==> src/rtl/core/sgrw_pkg.sv <==
`timescale 1ns / 1ps
package sgrw_pkg;

   localparam int WINDOW_SLOTS = 32;
   localparam int MAX_SHARDS   = 16;
   localparam int SLOT_W       = $clog2(WINDOW_SLOTS);

   localparam logic [7:0] KIND_DATA = 8'd1;
   localparam logic [7:0] KIND_END  = 8'd2;

   localparam logic [7:0] CSR_EXPECTED_SHARDS = 8'd0;
   localparam logic [7:0] CSR_MAX_BLOCK_LEN   = 8'd1;
   localparam logic [7:0] CSR_PAYLOAD_SIZE    = 8'd2;
   localparam logic [7:0] CSR_BEST_EFFORT     = 8'd3;

   typedef enum logic [3:0] {
      OC_ACCEPTED  = 4'd0,
      OC_MALFORMED = 4'd1,
      OC_LATE      = 4'd2,
      OC_DUPLICATE = 4'd3,
      OC_NO_SLOT   = 4'd4,
      OC_END       = 4'd5,
      OC_COMPLETE  = 4'd6,
      OC_PARTIAL   = 4'd7,
      OC_MISSING   = 4'd8,
      OC_DONE      = 4'd9,
      OC_IGNORED   = 4'd10
   } outcome_type;

   typedef enum logic [2:0] {
      SEL_ZERO,
      SEL_REQ,
      SEL_ACC,
      SEL_REL,
      SEL_NEXT,
      SEL_ENDC
   } sel_type;

   typedef enum logic [2:0] {
      ST_IDLE,
      ST_DECODE,
      ST_MATCH,
      ST_SEL,
      ST_EVAL,
      ST_DONECHK,
      ST_FLCHK,
      ST_FIN
   } state_type;

   typedef enum logic [1:0] {
      P_DATA,
      P_CHAIN,
      P_FLUSH
   } purpose_type;

   typedef struct packed {
      logic        mode;
      logic        header_ok;
      logic        length_ok;
      logic [7:0]  datagram_kind;
      logic [31:0] flow_number;
      logic [63:0] block_number;
      logic [15:0] shard_number;
      logic [15:0] shard_total;
      logic [15:0] block_len;
      logic [15:0] payload_bytes;
      logic [63:0] begin_time;
      logic [63:0] end_time;
   } req_type;

   typedef struct packed {
      logic [3:0]  outcome;
      logic [4:0]  slot_index;
      logic [63:0] out_block;
      logic [15:0] shard_mask;
      logic [15:0] out_len;
      logic [63:0] out_begin;
      logic [63:0] out_end;
      logic        timing_good;
      logic        last;
   } rsp_type;

   typedef struct packed {
      logic [15:0] mask;
      logic [15:0] len;
      logic [63:0] begin_t;
      logic [63:0] finish_t;
      logic        timing;
   } entry_type;

   typedef struct packed {
      logic        load_req;
      logic        key_next;
      logic        do_match;
      logic        do_sel;
      logic        alloc;
      logic        update;
      logic        release_slot;
      logic        inc_due;
      logic        set_end;
      logic        set_finished;
      logic        push;
      logic        emit_last;
      outcome_type outcome;
      sel_type     sel;
   } cmd_type;

   typedef struct packed {
      logic finished;
      logic mode;
      logic hok;
      logic is_end;
      logic end_bad;
      logic data_bad;
      logic late;
      logic flush_ok;
      logic due_lt_end;
      logic hit;
      logic free_ok;
      logic differ;
      logic dup;
      logic complete;
      logic done_now;
   } stat_type;

endpackage

==> src/rtl/core/sgrw_ctrl.sv <==
`timescale 1ns / 1ps
module sgrw_ctrl
   import sgrw_pkg::*;
(
   input  logic     clock,
   input  logic     reset,
   input  logic     start,
   output logic     busy,
   input  stat_type stat,
   output cmd_type  cmd
);

   state_type   state_ff, state_in;
   purpose_type purpose_ff, purpose_in;

   always_ff @(posedge clock) begin
      if (reset) begin
         state_ff   <= ST_IDLE;
         purpose_ff <= P_DATA;
      end else begin
         state_ff   <= state_in;
         purpose_ff <= purpose_in;
      end
   end

   assign busy = state_ff != ST_IDLE;

   always_comb begin
      state_in   = state_ff;
      purpose_in = purpose_ff;
      cmd        = '0;
      cmd.outcome = OC_IGNORED;
      cmd.sel     = SEL_ZERO;
      unique case (state_ff)
         ST_IDLE: begin
            if (start) begin
               cmd.load_req = 1'b1;
               state_in     = ST_DECODE;
            end
         end
         ST_DECODE: begin
            state_in = ST_FIN;
            priority if (stat.finished) begin
               cmd.push = 1'b1;
            end else if (stat.mode) begin
               if (!stat.flush_ok) begin
                  cmd.push = 1'b1;
               end else if (stat.due_lt_end) begin
                  purpose_in = P_FLUSH;
                  state_in   = ST_MATCH;
               end else begin
                  cmd.push         = 1'b1;
                  cmd.outcome      = OC_DONE;
                  cmd.sel          = SEL_ENDC;
                  cmd.set_finished = 1'b1;
               end
            end else if (!stat.hok) begin
               cmd.push    = 1'b1;
               cmd.outcome = OC_MALFORMED;
               cmd.sel     = SEL_REQ;
            end else if (stat.is_end) begin
               cmd.push = 1'b1;
               cmd.sel  = SEL_REQ;
               if (stat.end_bad) begin
                  cmd.outcome = OC_MALFORMED;
               end else begin
                  cmd.outcome = OC_END;
                  cmd.set_end = 1'b1;
                  state_in    = ST_DONECHK;
               end
            end else if (stat.data_bad) begin
               cmd.push    = 1'b1;
               cmd.outcome = OC_MALFORMED;
               cmd.sel     = SEL_REQ;
            end else if (stat.late) begin
               cmd.push    = 1'b1;
               cmd.outcome = OC_LATE;
               cmd.sel     = SEL_REQ;
            end else begin
               purpose_in = P_DATA;
               state_in   = ST_MATCH;
            end
         end
         ST_MATCH: begin
            cmd.key_next = purpose_ff != P_DATA;
            cmd.do_match = 1'b1;
            state_in     = ST_SEL;
         end
         ST_SEL: begin
            cmd.do_sel = 1'b1;
            state_in   = ST_EVAL;
         end
         ST_EVAL: begin
            unique case (purpose_ff)
               P_DATA: begin
                  cmd.push = 1'b1;
                  cmd.sel  = SEL_REQ;
                  state_in = ST_FIN;
                  priority if (!stat.hit && !stat.free_ok) begin
                     cmd.outcome = OC_NO_SLOT;
                  end else if (!stat.hit) begin
                     cmd.alloc   = 1'b1;
                     cmd.outcome = OC_ACCEPTED;
                     cmd.sel     = SEL_ACC;
                     purpose_in  = P_CHAIN;
                     state_in    = ST_MATCH;
                  end else if (stat.differ) begin
                     cmd.outcome = OC_MALFORMED;
                  end else if (stat.dup) begin
                     cmd.outcome = OC_DUPLICATE;
                  end else begin
                     cmd.update  = 1'b1;
                     cmd.outcome = OC_ACCEPTED;
                     cmd.sel     = SEL_ACC;
                     purpose_in  = P_CHAIN;
                     state_in    = ST_MATCH;
                  end
               end
               P_CHAIN: begin
                  if (stat.hit && stat.complete) begin
                     cmd.push         = 1'b1;
                     cmd.outcome      = OC_COMPLETE;
                     cmd.sel          = SEL_REL;
                     cmd.release_slot = 1'b1;
                     cmd.inc_due      = 1'b1;
                     state_in         = ST_MATCH;
                  end else begin
                     state_in = ST_DONECHK;
                  end
               end
               P_FLUSH: begin
                  cmd.push    = 1'b1;
                  cmd.inc_due = 1'b1;
                  if (stat.hit) begin
                     cmd.outcome      = stat.complete ? OC_COMPLETE : OC_PARTIAL;
                     cmd.sel          = SEL_REL;
                     cmd.release_slot = 1'b1;
                  end else begin
                     cmd.outcome = OC_MISSING;
                     cmd.sel     = SEL_NEXT;
                  end
                  state_in = ST_FLCHK;
               end
               default: state_in = ST_FIN;
            endcase
         end
         ST_DONECHK: begin
            if (stat.done_now) begin
               cmd.push         = 1'b1;
               cmd.outcome      = OC_DONE;
               cmd.sel          = SEL_ENDC;
               cmd.set_finished = 1'b1;
            end
            state_in = ST_FIN;
         end
         ST_FLCHK: begin
            if (!stat.due_lt_end) begin
               cmd.push         = 1'b1;
               cmd.outcome      = OC_DONE;
               cmd.sel          = SEL_ENDC;
               cmd.set_finished = 1'b1;
            end
            state_in = ST_FIN;
         end
         ST_FIN: begin
            cmd.emit_last = 1'b1;
            state_in      = ST_IDLE;
         end
         default: state_in = ST_IDLE;
      endcase
   end

   a_load_idle: assert property (@(posedge clock) disable iff (reset)
      cmd.load_req |-> (state_ff == ST_IDLE)) else $error("request loaded while busy");
   a_fin_idle: assert property (@(posedge clock) disable iff (reset)
      (state_ff == ST_FIN) |=> (state_ff == ST_IDLE)) else $error("finish did not return");
   a_sel_after_match: assert property (@(posedge clock) disable iff (reset)
      (state_ff == ST_SEL) |-> ($past(state_ff) == ST_MATCH)) else $error("lookup out of order");

endmodule

==> config.mk <==
export PLATFORM = sky130hd
export DESIGN_NAME = sgrw_ctrl
export DESIGN_NICKNAME = d
export VERILOG_FILES = /design/src/rtl/core/sgrw_pkg.sv /design/src/rtl/core/sgrw_ctrl.sv
export SDC_FILE = /design/constraint.sdc
export NUM_CORES = 1
export LEC_CHECK = 0
export BUFFER_PORTS_ARGS = -buffer_cell sky130_fd_sc_hd__buf_2
export CAP_MARGIN = 25
export CORE_MARGIN = 10
export CORE_UTILIZATION = 51
export CTS_CLUSTER_SIZE = 14
export DETAILED_ROUTE_END_ITERATION = 10
export PLACE_DENSITY = 0.85
export SLEW_MARGIN = 20
export SYNTH_ARGS = -nofsm -noshare
export SYNTH_HDL_FRONTEND = slang
export SYNTH_SLANG_ARGS = --single-unit
==> constraint.sdc <==
create_clock -name clock -period 3.2 [get_ports clock]
set_clock_uncertainty 0.1 [all_clocks]
set_input_delay 0 -clock clock [delete_from_list [all_inputs] [get_ports clock]]
set_output_delay 0 -clock clock [all_outputs]
set_load 0.02 [all_outputs]
==> qor.tcl, run 1 <==
set qor(drt-met1-wl_um) 1090
set qor(yosys.cell_count.top_type) {sky130_fd_sc_hd__nor2_1}
set qor(peakVddDrop_uv) 410
set qor(yosys_warnings) 0
set qor(critPathMaxFanout) 5
set qor(worst-endpoint-arrival_ns) 2.05
set qor(yosys_cell_types) 49
set qor(io_buffers) 37
set qor(cts_made_buffers) 3
set qor(antenna-diode-count) 0
set qor(fp.dieH_um) 61.6
set qor(reg2reg_slack_ns) 1.23
set qor(grt_start_max_net_pins) 22
set qor(synth_cells) 118
set qor(core_area_mm2) 0.00158
set qor(tritoncts_num_sinks) 5
set qor(power.net_switching_w) 0.000238
set qor(rows) 14
set qor(critical_path.slowest_cell) {sky130_fd_sc_hd__or4_1}
set qor(grt.overflow.total) 0
set qor(global_route_wire_length_before_repair_um) 4220
set qor(power_per_cell_area_mw_per_mm2) 444
set qor(outcome) {finished clean}
set qor(drive_above_1_share) 0.331
set qor(timing.final.hold_violations) 0
set qor(slew_violations) 0
set qor(post_cts_resized) 0
set qor(hpwlAfterDp_um) 2210
set qor(yosys_register_bits) 5
set qor(synth_largest_type_area_fraction) 0.114
set qor(synth.net_count) 142
set qor(grt.total_usage) 0.143
set qor(cts_root_buf) {sky130_fd_sc_hd__clkbuf_4}
set qor(top_layer_used) {met4}
set qor(final_min_period_over_clock_period) 0.671
set qor(dominant_delay_contributor_by_cell_family_on_the_critical_path) {simple AND/OR/NAND/NOR gates}
set qor(first_global_vias) 929
set qor(critical_path.cell_chain) {inv_1 -> ha_1 -> a211oi_1 -> a21oi_1 -> or4_1 -> buf_2}
set qor(worstSetupStartpointType) {register}
set qor(crit_path_end_kind) {output port}
set qor(overall_die_width_um) 61.6
set qor(gp_congestion) 0.926
set qor(synth_top_cells_by_area) {sky130_fd_sc_hd__dfxtp_1, sky130_fd_sc_hd__ha_1, sky130_fd_sc_hd__nor2_1, sky130_fd_sc_hd__nor3b_1, sky130_fd_sc_hd__nand2_1}
set qor(ctsHtreeMaxLevel) 1
set qor(timing_worst_setup_path_type) {register to output port}
set qor(layout_min_cycle_time_ns) 2.15
set qor(cpPeakStageDelay_ns) 0.46
set qor(routed_wirelength_um) 2720
set qor(setup_viol) 0
set qor(drt_iter0_drc) 40
set qor(timing.slew.headroom) 0.572
set qor(synth_adder_area_share) 0.0852
set qor(required_ns) 3.10
set qor(postRouteAntennaNets) 0
set qor(cellLeakagePower_nw) 0.519
set qor(syn_to_final_growth_pct) 22.4
set qor(route.detailed.wl_per_inst_um) 16.0
set qor(synth-xor-area-share) 0
set qor(cts.clk_slew.worst_paths_ns) 0.05
set qor(finalPower_w) 0.000479
set qor(async_reset_ff_frac) 0
set qor(initial_utilization) 0.559
set qor(fp.dieArea_mm2) 0.00379
set qor(synth_enable_flop_cells) 0
set qor(basic_gate_share_of_the_synthesized_area_counting_and_or_nand_and_nor_cells) 0.395
set qor(synth_top_family_by_area) {simple AND/OR/NAND/NOR gates}
set qor(synthesized_area_fraction_occupied_by_ao_oa_aoi_and_oai_cells) 0.314
set qor(mappedNetlistArea_um2) 881
set qor(yosys_most_used_dff) {sky130_fd_sc_hd__dfxtp_1}
set qor(clkPwrFrac) 0.160
set qor(totalNegativeSetupSlack_ns) 0
set qor(initial_antenna_violation_count) 0
set qor(synth.mux.area_fraction) 0.0128
set qor(internal_power_w) 0.000241
set qor(tightestPinTransition_ns) 0.642
set qor(rsz0062_at_grt) {false}
set qor(route.vias.total) 1019
set qor(detailedRoute.firstPassIterationCount) 4
set qor(cts_tree) {yes}
set qor(syn_avg_cell_area_um2) 7.46
set qor(synth.top_cells.by_count) {sky130_fd_sc_hd__nor2_1, sky130_fd_sc_hd__nand2_1, sky130_fd_sc_hd__inv_1, sky130_fd_sc_hd__ha_1, sky130_fd_sc_hd__o21ai_0}
set qor(clk_latency_ns) 0.25
set qor(post-route-drc-count) 0
set qor(top_level_ports) 38
set qor(critical_path.n_buffers_inverters) 2
set qor(min-delay-path-class) {input port to register}
set qor(maxCapViolations) 0
set qor(yosys.area.top_type) {sky130_fd_sc_hd__dfxtp_1}
set qor(timing.fmax_mhz) 466
set qor(switching_share) 0.497
set qor(seq_power_share) 0.253
set qor(vias_per_cell) 5.99
set qor(route.met3.wl_um) 286
set qor(finalNetCount) 179
set qor(clock_path_buffers) 2
set qor(seq_area_frac_synth) 0.114
set qor(dr_wl_met2_um) 1320
set qor(combinationalPowerShare) 0.586
==> layout by cell type (no fill, tap or decap), types with 2 or more instances in the layout <==
cell type	n
sky130_fd_sc_hd__buf_2	37
sky130_fd_sc_hd__nor2_1	12
sky130_fd_sc_hd__nand2_1	9
sky130_fd_sc_hd__inv_1	7
sky130_fd_sc_hd__o21ai_0	6
sky130_fd_sc_hd__ha_1	6
sky130_fd_sc_hd__nor3b_1	5
sky130_fd_sc_hd__a21oi_1	5
sky130_fd_sc_hd__dfxtp_1	5
sky130_fd_sc_hd__and2_1	3
sky130_fd_sc_hd__a211oi_1	3
sky130_fd_sc_hd__nand3_1	3
sky130_fd_sc_hd__o22ai_1	3
sky130_fd_sc_hd__clkbuf_4	3
sky130_fd_sc_hd__and3b_1	2
sky130_fd_sc_hd__nor2b_1	2
sky130_fd_sc_hd__nor3b_2	2
sky130_fd_sc_hd__a31oi_1	2
sky130_fd_sc_hd__nand2b_1	2
sky130_fd_sc_hd__nor3_1	2
sky130_fd_sc_hd__a211o_1	2
sky130_fd_sc_hd__o211ai_1	2
sky130_fd_sc_hd__o31ai_1	2
sky130_fd_sc_hd__a21o_1	2
sky130_fd_sc_hd__a21boi_0	2
==> flip-flops by register name, indices dropped and copies added (netlist names) <==
name        cells
purpose_ff      2
state_ff        3
==> worst min-delay path: cells and delay by family <==
kind / cells / cell delay, ns
buf+inv: 1 / 0.08
simple gates: 1 / 0.13
compound gates: 2 / 0.20
==> power by group through the flow <==
stage	clock (W)	combinational, W	sequential, W
finish	0.0000767	0.000281	0.000121
global route	0.0000832	0.000306	0.000127
CTS	0.0000783	0.000282	0.000120
detailed placement	0	0.000280	0.000121
global placement	0	0.000275	0.000118
floorplan	0	0.000244	0.0000869
==> timing repair <==
item	in CTS	in global routing
hold buffers	1	0
buffers inserted	0	0
hold endpoints to repair	4	0
==> layer usage <==
metal  global-route usage  vias up
met5                    0        -
met4               0.0350        0
met3               0.0535        4
met2                0.258       48
met1                0.155      459
li1                     -      508
==> through the flow <==
stage | instances | worst slack (ns) | hold WS [ns] | cell area [um^2] | util
6_report | 170 | 1.05 | 0.0984 | 1080 | 0.684
5_1_grt | 170 | 0.887 | 0.128 | 1080 | 0.684
4_1_cts | 170 | 1.05 | 0.104 | 1080 | 0.684
3_5_place_dp | 165 | 1.25 | 0.165 | 1040 | 0.661
3_3_place_gp | 165 | 1.29 | 0.167 | 1040 | 0.661
2_1_floorplan | 118 | 1.52 | -0.0306 | 881 | -
==> layout make-up <==
cell class	count	area [um^2]
multi-input combinational	100	711
fill	132	498
timing repair buffer	38	195
sequential	5	100
clock buffer	4	26.3
inverter	7	26.3
tap	16	20.0
==> logic make-up (layout without fill, tap and decap cells) <==
family	Yosys count	after routing
compound gates	38	38
buf+inv	13	49
simple gates	55	55
fa+ha+maj	6	6
flops	5	5
mux	1	1
==> final timing paths <==
| check | cells past startpoint | startpoint | to |
|---|---|---|---|
| setup / recovery | 6 | purpose_ff[0]$_SDFFE_PP0P_ | cmd[4] |
| hold / removal | 4 | start | state_ff[0]$_SDFFE_PP0P_ |
| setup reg to reg | 6 | purpose_ff[0]$_SDFFE_PP0P_ | purpose_ff[1]$_SDFFE_PP0P_ |
| hold reg to reg | 2 | purpose_ff[0]$_SDFFE_PP0P_ | purpose_ff[0]$_SDFFE_PP0P_ |
Note: power is estimated with default switching activity, not from simulation.
==> run 2: changes to the inputs <==
CORE_UTILIZATION = 47   (was 51)
PLACE_DENSITY = 0.79   (was 0.85)
clock period = 2.1 ns   (was 3.2 ns; I/O delays follow)
==> run 2 against run 1 <==
  * Sequential share of layout area decreased by 0.13 points
  * Register-to-register slack worse by 1.0 ns
  * Cell count is 6.5% higher
  * Combinational power up 68%
  * Clock power is 47% higher
  * Hold slack better by 0.031 ns
  * Global-route usage decreased by 1.4 points
  * Largest cell class unchanged
  * Die area is 5.7% higher
  * Total power increased by 57%
  * Via count fell by 0.88%
  * Setup slack worse by 0.93 ns
  * First-iteration DRC count fell by 18%
==> qor.tcl, run 2 (synthesis gave the netlist of run 1 again) <==
set qor(register_name_with_the_most_flops) {state_ff}
set qor(crit_path_end_kind) {output port}
set qor(first_global_vias) 972
set qor(antenna-diode-count) 0
set qor(gp_congestion) 0.856
set qor(postRouteAntennaNets) 0
set qor(timing.slew.headroom) 0.741
set qor(postLayoutSetupSlackWorst_ns) 0.129
set qor(vias_per_cell) 5.58
set qor(mostFrequentLayoutCells) {sky130_fd_sc_hd__buf_2, sky130_fd_sc_hd__nor2_1, sky130_fd_sc_hd__nand2_1}
set qor(ctsHtreeMaxLevel) 1
set qor(peakVddDrop_uv) 590
set qor(area.sequential_um2) 103
set qor(hpwlAfterDp_um) 2320
set qor(initial_antenna_violation_count) 0
set qor(cts_made_buffers) 3
set qor(critical_path.slowest_cell) {sky130_fd_sc_hd__or4_1}
set qor(layout.filler_cells) 163
set qor(top_level_ports) 38
set qor(preCtsSetupSlack_ns) 0.136
set qor(global_route_wire_length_before_repair_um) 4460
set qor(multi_input_area_um2) 724
set qor(largest_registers) {state_ff x3, purpose_ff x2}
set qor(grt.total_usage) 0.130
set qor(grt.overflow.total) 0
set qor(outcome) {finished clean}
set qor(clock_path_buffers) 2
set qor(timing_worst_setup_path_type) {register to output port}
set qor(initial_utilization) 0.505
set qor(required_ns) 2.00
set qor(core_area_mm2) 0.00175
set qor(most_common_cell_after_layout_fill_and_taps_aside) {sky130_fd_sc_hd__buf_2}
set qor(drt_iter0_drc) 33
set qor(totalNegativeSetupSlack_ns) 0
set qor(slew_violations) 0
set qor(cellLeakagePower_nw) 0.529
set qor(final_min_period_over_clock_period) 0.939
set qor(clk_latency_ns) 0.24
set qor(critical_path.cell_chain) {inv_1 -> ha_2 -> a211oi_2 -> a21oi_1 -> or4_1 -> buf_2}
set qor(rsz0062_at_grt) {false}
set qor(timing.final.hold_violations) 0
set qor(fp.dieH_um) 63.3
set qor(io_buffers) 37
set qor(critical_path.n_buffers_inverters) 2
set qor(cts_tree) {yes}
set qor(critPathMaxFanout) 5
set qor(detailedRoute.firstPassIterationCount) 4
set qor(drive_above_1_share) 0.378
set qor(power_per_cell_area_mw_per_mm2) 668
set qor(tritoncts_num_sinks) 5
set qor(worstSetupStartpointType) {register}
set qor(syn_to_final_growth_pct) 27.3
set qor(overall_die_width_um) 63.3
set qor(maxCapViolations) 0
set qor(finalNetCount) 181
set qor(rows) 15
set qor(route.vias.total) 1010
set qor(setup_viol) 0
set qor(fp.dieArea_mm2) 0.00401
set qor(largest_register_ffs) 3
set qor(dominant_delay_contributor_by_cell_family_on_the_critical_path) {simple AND/OR/NAND/NOR gates}
set qor(route.detailed.wl_per_inst_um) 15.6
set qor(worst-endpoint-arrival_ns) 1.87
set qor(cpPeakStageDelay_ns) 0.45
set qor(tightestPinTransition_ns) 0.385
set qor(layout_min_cycle_time_ns) 1.97
set qor(cts.clk_slew.worst_paths_ns) 0.05
set qor(post-cts-setup-buffer-count) 0
set qor(grt_start_max_net_pins) 18
set qor(routed_wirelength_um) 2820
set qor(cts_root_buf) {sky130_fd_sc_hd__clkbuf_4}
set qor(min-delay-path-class) {input port to register}
set qor(post-route-drc-count) 0
set qor(timing.fmax_mhz) 507
==> run 2: cell count changes in the layout (fill, tap and decap cells not counted) <==
cell and delta:
sky130_fd_sc_hd__buf_4 +2, sky130_fd_sc_hd__dfxtp_1 -2, sky130_fd_sc_hd__dfxtp_2 +2, sky130_fd_sc_hd__ha_1 -2, sky130_fd_sc_hd__ha_2 +2, sky130_fd_sc_hd__a211oi_1 -1
sky130_fd_sc_hd__a211oi_2 +1, sky130_fd_sc_hd__o21ai_0 -1, sky130_fd_sc_hd__o21ai_2 +1
==> run 2: path summary, 6_finish.rpt <==
kind / from / end / slack [ns] / depth (start not counted)
worst max-delay path: purpose_ff[0]$_SDFFE_PP0P_ / cmd[4] / 0.13 / 6
worst min-delay path: start / state_ff[0]$_SDFFE_PP0P_ / 0.13 / 4
worst max register to register: purpose_ff[1]$_SDFFE_PP0P_ / purpose_ff[1]$_SDFFE_PP0P_ / 0.21 / 6
worst min register to register: purpose_ff[0]$_SDFFE_PP0P_ / purpose_ff[0]$_SDFFE_PP0P_ / 0.42 / 2
==> run 2: stage by stage <==
| stage | power, W | hold slack (ns) | util | std cells | cell area (um^2) |
|---|---|---|---|---|---|
| after floorplan | 0.000505 | -0.0306 | - | 118 | 881 |
| after global routing | 0.000806 | 0.161 | 0.642 | 181 | 1120 |
| after CTS | 0.000747 | 0.129 | 0.634 | 181 | 1110 |
| after global placement | 0.000619 | 0.161 | 0.612 | 176 | 1070 |
| final | 0.000749 | 0.130 | 0.642 | 181 | 1120 |
| after detailed placement | 0.000630 | 0.167 | 0.612 | 176 | 1070 |
==> run 2: tightest hold or removal path, stage by stage <==
cell,delay (ns)
sky130_fd_sc_hd__buf_2,0.08
sky130_fd_sc_hd__and2b_2,0.13
sky130_fd_sc_hd__o21bai_1,0.05
sky130_fd_sc_hd__a31oi_1,0.16
==> run 2: metal layers <==
metal / track usage / vias to the layer above / share of wire
met5: 0 / - / 0
met4: 0.0246 / 0 / 0.0096
met3: 0.0406 / 4 / 0.062
met2: 0.227 / 33 / 0.48
met1: 0.151 / 462 / 0.45
li1: - / 511 / -
==> run 2: power by group <==
part           total, W  internal [W]  switching [W]
Combinational  0.000473      0.000197       0.000276
Clock          0.000113     0.0000719      0.0000407
Sequential     0.000164      0.000115      0.0000493
Total          0.000749      0.000384       0.000366
==> run 2: layout make-up <==
class                      count  area share
clock buffer                   4      0.0234
inverter                       7      0.0234
multi-input combinational    100       0.646
sequential                     5      0.0915
tap                           25      0.0279
timing repair buffer          40       0.187
==> run 2: what timing repair did <==
| item | 4_1_cts | 5_1_grt |
|---|---|---|
| endpoints found under the hold margin | 4 | 0 |
| setup endpoints to repair | 2 | 5 |
| gates resized for setup | 2 | 5 |
| pin swaps | 0 | 0 |
| hold buffers | 1 | 0 |
